[src/rtl/sws_ram.sv]
// Generic single-write, single-read RAM with registered read data.
`default_nettype none

module sws_ram #(
   parameter int WIDTH = 16,
   parameter int DEPTH = 256,
   localparam int AW = (DEPTH > 1) ? $clog2(DEPTH) : 1
) (
   input  logic             clock,
   input  logic             wr_en,
   input  logic [AW-1:0]    wr_addr,
   input  logic [WIDTH-1:0] wr_data,
   input  logic             rd_en,
   input  logic [AW-1:0]    rd_addr,
   output logic [WIDTH-1:0] rd_data
);

   logic [WIDTH-1:0] mem_ff [DEPTH];
   logic [WIDTH-1:0] rd_data_ff;

   // read-first: a read at the written address returns the old word
   always_ff @(posedge clock) begin
      if (wr_en) begin
         mem_ff[wr_addr] <= wr_data;
      end
      if (rd_en) begin
         rd_data_ff <= mem_ff[rd_addr];
      end
   end

   assign rd_data = rd_data_ff;

endmodule

`default_nettype wire

[config.mk]
export PLATFORM = sky130hd
export DESIGN_NAME = sws_ram
export DESIGN_NICKNAME = d
export VERILOG_FILES = /design/src/rtl/sws_ram.sv
export SDC_FILE = /design/constraint.sdc
export NUM_CORES = 2
export LEC_CHECK = 0
export BUFFER_PORTS_ARGS = -buffer_cell sky130_fd_sc_hd__buf_2
export CAP_MARGIN = 30
export CORE_MARGIN = 2
export CORE_UTILIZATION = 30
export DETAILED_ROUTE_END_ITERATION = 16
export PLACE_DENSITY = 0.44
export REMOVE_ABC_BUFFERS = 1
export SYNTH_ARGS = -nofsm -noshare
export SYNTH_HDL_FRONTEND = slang
export SYNTH_SLANG_ARGS = --single-unit
export TNS_END_PERCENT = 20
[constraint.sdc]
create_clock -name clock -period 2.7 [get_ports clock]
set_input_delay 0.405 -clock clock [delete_from_list [all_inputs] [get_ports clock]]
set_output_delay 0.405 -clock clock [all_outputs]
set_load 0.05 [all_outputs]
==> run_results.csv <==
group,metric,value,unit
outcome,outcome,"finished, violations left",
outcome,violations,"negative setup slack",
synthesis,synth-seq-area-share,77.7,%
floorplanning,die_h,732,um
synthesis,synth_flop_cell,"edfxtp_1",
final_layout,nets,8640,
grt,antenna_found_initial,44,
min_path,whs_endpoint,"mem_ff[155][0]",
pwr,p_int,107,mW
place,place_hpwl,314000,um
sta,setup_viol,1,
cts,clock-sinks,4112,
floorplanning,num_rows,267,
pwr,p_sw,30.5,mW
floorplanning,initial_utilization,30.1,%
floorplanning,coreArea,0.528,mm2
synthesis,synth_top_area_share,77.7,%
sta,hold_violations,0,
sta,max_freq,367,MHz
synthesis,ys_warn_count,0,
route,drt_iter0_markers,8634,
critical_path,crit_slowest_cell,"nand4_1",
place,dp_worst_setup_slack,-1510,ps
pwr,power_density,712,mW/mm2
pwr,power_frac_seq,51.2,%
final_layout,drive_gt1_share,33.2,%
critical_path,crit_required,3520,ps
critical_path,cp.arrival,3540,ps
sta,maxSlewViolCount,0,
critical_path,reg2regPathDepth,6,
synthesis,syn_area_per_cell,21.6,um2
critical_path,path_buf_inv,5,
final_layout,area_growth,21.6,%
sta,fin_skew,42.5,ps
grt,grt_max_degree,108,
synthesis,synth_top_area_cell,"edfxtp_1",
synthesis,syn_area,0.159,mm2
sta,finalWorstSetupSlack,-21.4,ps
grt,grt_usage,17.8,%
final_layout,seqCellArea,0.123,mm2
place,dp_cells,15100,
final_layout,final_cells,16000,
grt,grt_remaining_overflow,0,
cts,cts_buffers,432,
critical_path,crit_cells,11,
grt,grt_pass1_wl,678000,um
critical_path,cp_max_fo,23,
sta,post-route-period-util,101,%
sta,maxSlewHeadroom,32.2,%
synthesis,synthMostInstantiatedCell,"edfxtp_1",
sta,tightest_slew,1010,ps
route,dr.pass1.iters,6,
floorplanning,die_x,732,um
synthesis,synthDistinctLibCells,51,
critical_path,slowest_delay,520,ps
min_path,hold_class,"in2reg",
cts,clockBufferDepth,4,
floorplanning,ios,51,
critical_path,cp-end-kind,"register",
place,gp_congestion,0.837,
final_layout,multi_input_area,0.0335,mm2
sta,rsz0062_at_grt,"yes",
route,vias,80700,
pwr,ir_drop,0.527,mV
min_path,hold_start,"wr_addr[1]",
run,cap_violations,0,
cts,cts_tree,"done",
synthesis,synth_edf_count,4112,
synthesis,synth.area.top_cells,"edfxtp_1 (78%), mux4_2 (11%), mux2i_1 (3.6%)",
critical_path,path_delay_family,"buffers and inverters",
pwr,swShare,22.1,%
pwr,cellLeakagePower,61.9,nW
floorplanning,dieArea,0.535,mm2
route,via_per_inst,5.05,
critical_path,cp_cell_sequence,"buf_12 -> buf_16 -> buf_12 -> buf_12 -> buf_4 -> mux2i_1 -> o22ai_1 -> mux2i_1 -> a22oi_1 -> nand4_1 -> nor4_2",
pwr,clkPwrFrac,42.8,%
critical_path,reg2reg_slack,40,ps
grt,first_global_vias,83000,
pwr,combPwrFrac,6.0,%
synthesis,synth-seq-cells,4112,
route,ant_nets,0,
route,wl,491000,um
synthesis,synthCells,7360,
cts,clock_latency,1030,ps
cts,ctsHtreeMaxLevel,5,
synthesis,async_reset_ff_share,0,%
critical_path,crit_type,"in2reg",
place,io_buffer_count,50,
route,post_drt_wl_per_cell,30.7,um
critical_path,crit_top_cell,"buf_12",
synthesis,netlist_top_cells_count,"edfxtp_1 (4,112), mux4_2 (797), mux2i_1 (565)",
critical_path,timing.rr.end,"rd_data[8]",
min_path,holdPathStages,4,
route,drc,0,
critical_path,r2r_start,"mem_ff[183][8]",
critical_path,worstSetupStartpointType,"input pin",
final_layout,fillers,48200,
sta,finalCriticalPeriod,2720,ps
cts,cts-root-buf,"clkbuf_16",
cts,cts.reportedPaths.clkPinSlew,60,ps
logic make-up after synthesis:
group / share of synthesized area, %
buffers and inverters: 1.69
AND/OR/NAND/NOR: 1.57
AO/OA/AOI/OAI: 3.53
multiplexers: 15.5
flip-flops: 77.7
per-stage QoR:
| step | area (um2) | power (mW) | TNS (ps) | hold slack, ps | util [%] |
|---|---|---|---|---|---|
| floorplan | 156000 | 74.5 | -67440 | 504 | - |
| global placement | 179000 | 80.0 | -16380 | 665 | 33.9 |
| detailed placement | 179000 | 80.1 | -16510 | 661 | 33.9 |
| CTS | 193000 | 139 | -64.7 | 35.9 | 36.6 |
| global route | 193000 | 142 | -57.3 | 104 | 36.6 |
| finish | 193000 | 138 | -21.4 | 129 | 36.6 |
layer usage:
layer | track usage (%) | wire (um) | up-vias
met5 | 0 | 48 | -
li1 | - | - | 33900
met2 | 29.7 | 238000 | 2222
met4 | 3.92 | 11000 | 8
met3 | 2.70 | 26500 | 552
met1 | 24.8 | 215000 | 44000
registers in the layout (all words and copies together), names as in the netlist:
register / flops
mem_ff: 4096
rd_data: 16
power by group through the flow:
stage | logic, mW | clock network, mW | registers, mW
6_report | 8.22 | 58.9 | 70.5
2_1_floorplan | 2.60 | 0 | 71.9
4_1_cts | 8.34 | 60.3 | 70.5
5_1_grt | 8.66 | 62.7 | 70.5
3_5_place_dp | 8.26 | 0 | 71.8
3_3_place_gp | 8.18 | 0 | 71.8
cell type report:
type                            instances  share of cell area, %
Tap cell                             6994                   4.53
Inverter                                4                 0.0142
Clock inverter                        284                   1.38
Multi-Input combinational cell       2792                   17.3
Clock buffer                          513                   5.80
Antenna cell                           17                 0.0220
Sequential cell                      4112                   63.9
Timing Repair Buffer                 1263                   7.02
worst max-delay path by stage:
stage,end,startpoint,slack (ps)
5_1_grt,rd_data[8],rd_addr[0],-40
6_report,rd_data[8],rd_addr[0],-20
2_1_floorplan,rd_data[4],rd_addr[2],-4340
3_5_place_dp,rd_data[8],rd_addr[0],-1510
4_1_cts,rd_data[8],mem_ff[59][8],-60
3_3_place_gp,rd_data[8],rd_addr[0],-1480
cell usage in the layout (no fill, tap or decap), types with 25 or more instances in the layout:
master     count
nand3_1       25
clkbuf_16    437
a21oi_1      172
nand2_1       37
o22ai_1      148
nor2_1       142
nand4_1       26
buf_12       313
buf_4        882
o21ai_0       33
buf_2         29
a22oi_1       41
mux2i_1      565
bufinv_16     42
o221ai_1     251
clkinv_2      96
mux4_2       797
clkinv_1     109
nor2_2       161
mux2_2        86
clkbuf_1      77
nor3_1        89
edfxtp_1    4112
tightest hold or removal path, delay by kind of cell:
family | cells | cell delay [ps]
buffers and inverters | 2 | 300
and+or+nand+nor | 2 | 240
timing repair:
| item | in CTS | in global routing |
|---|---|---|
| hold endpoints to repair | 899 | 0 |
| pin swaps | 8 | 5 |
| gates cloned | 0 | 1 |
| setup buffers | 0 | 0 |
| hold buffers | 17 | 0 |
| endpoints found under the setup margin | 13 | 14 |
| resized for setup | 37 | 20 |
Note: power is estimated with default switching activity, not from simulation.
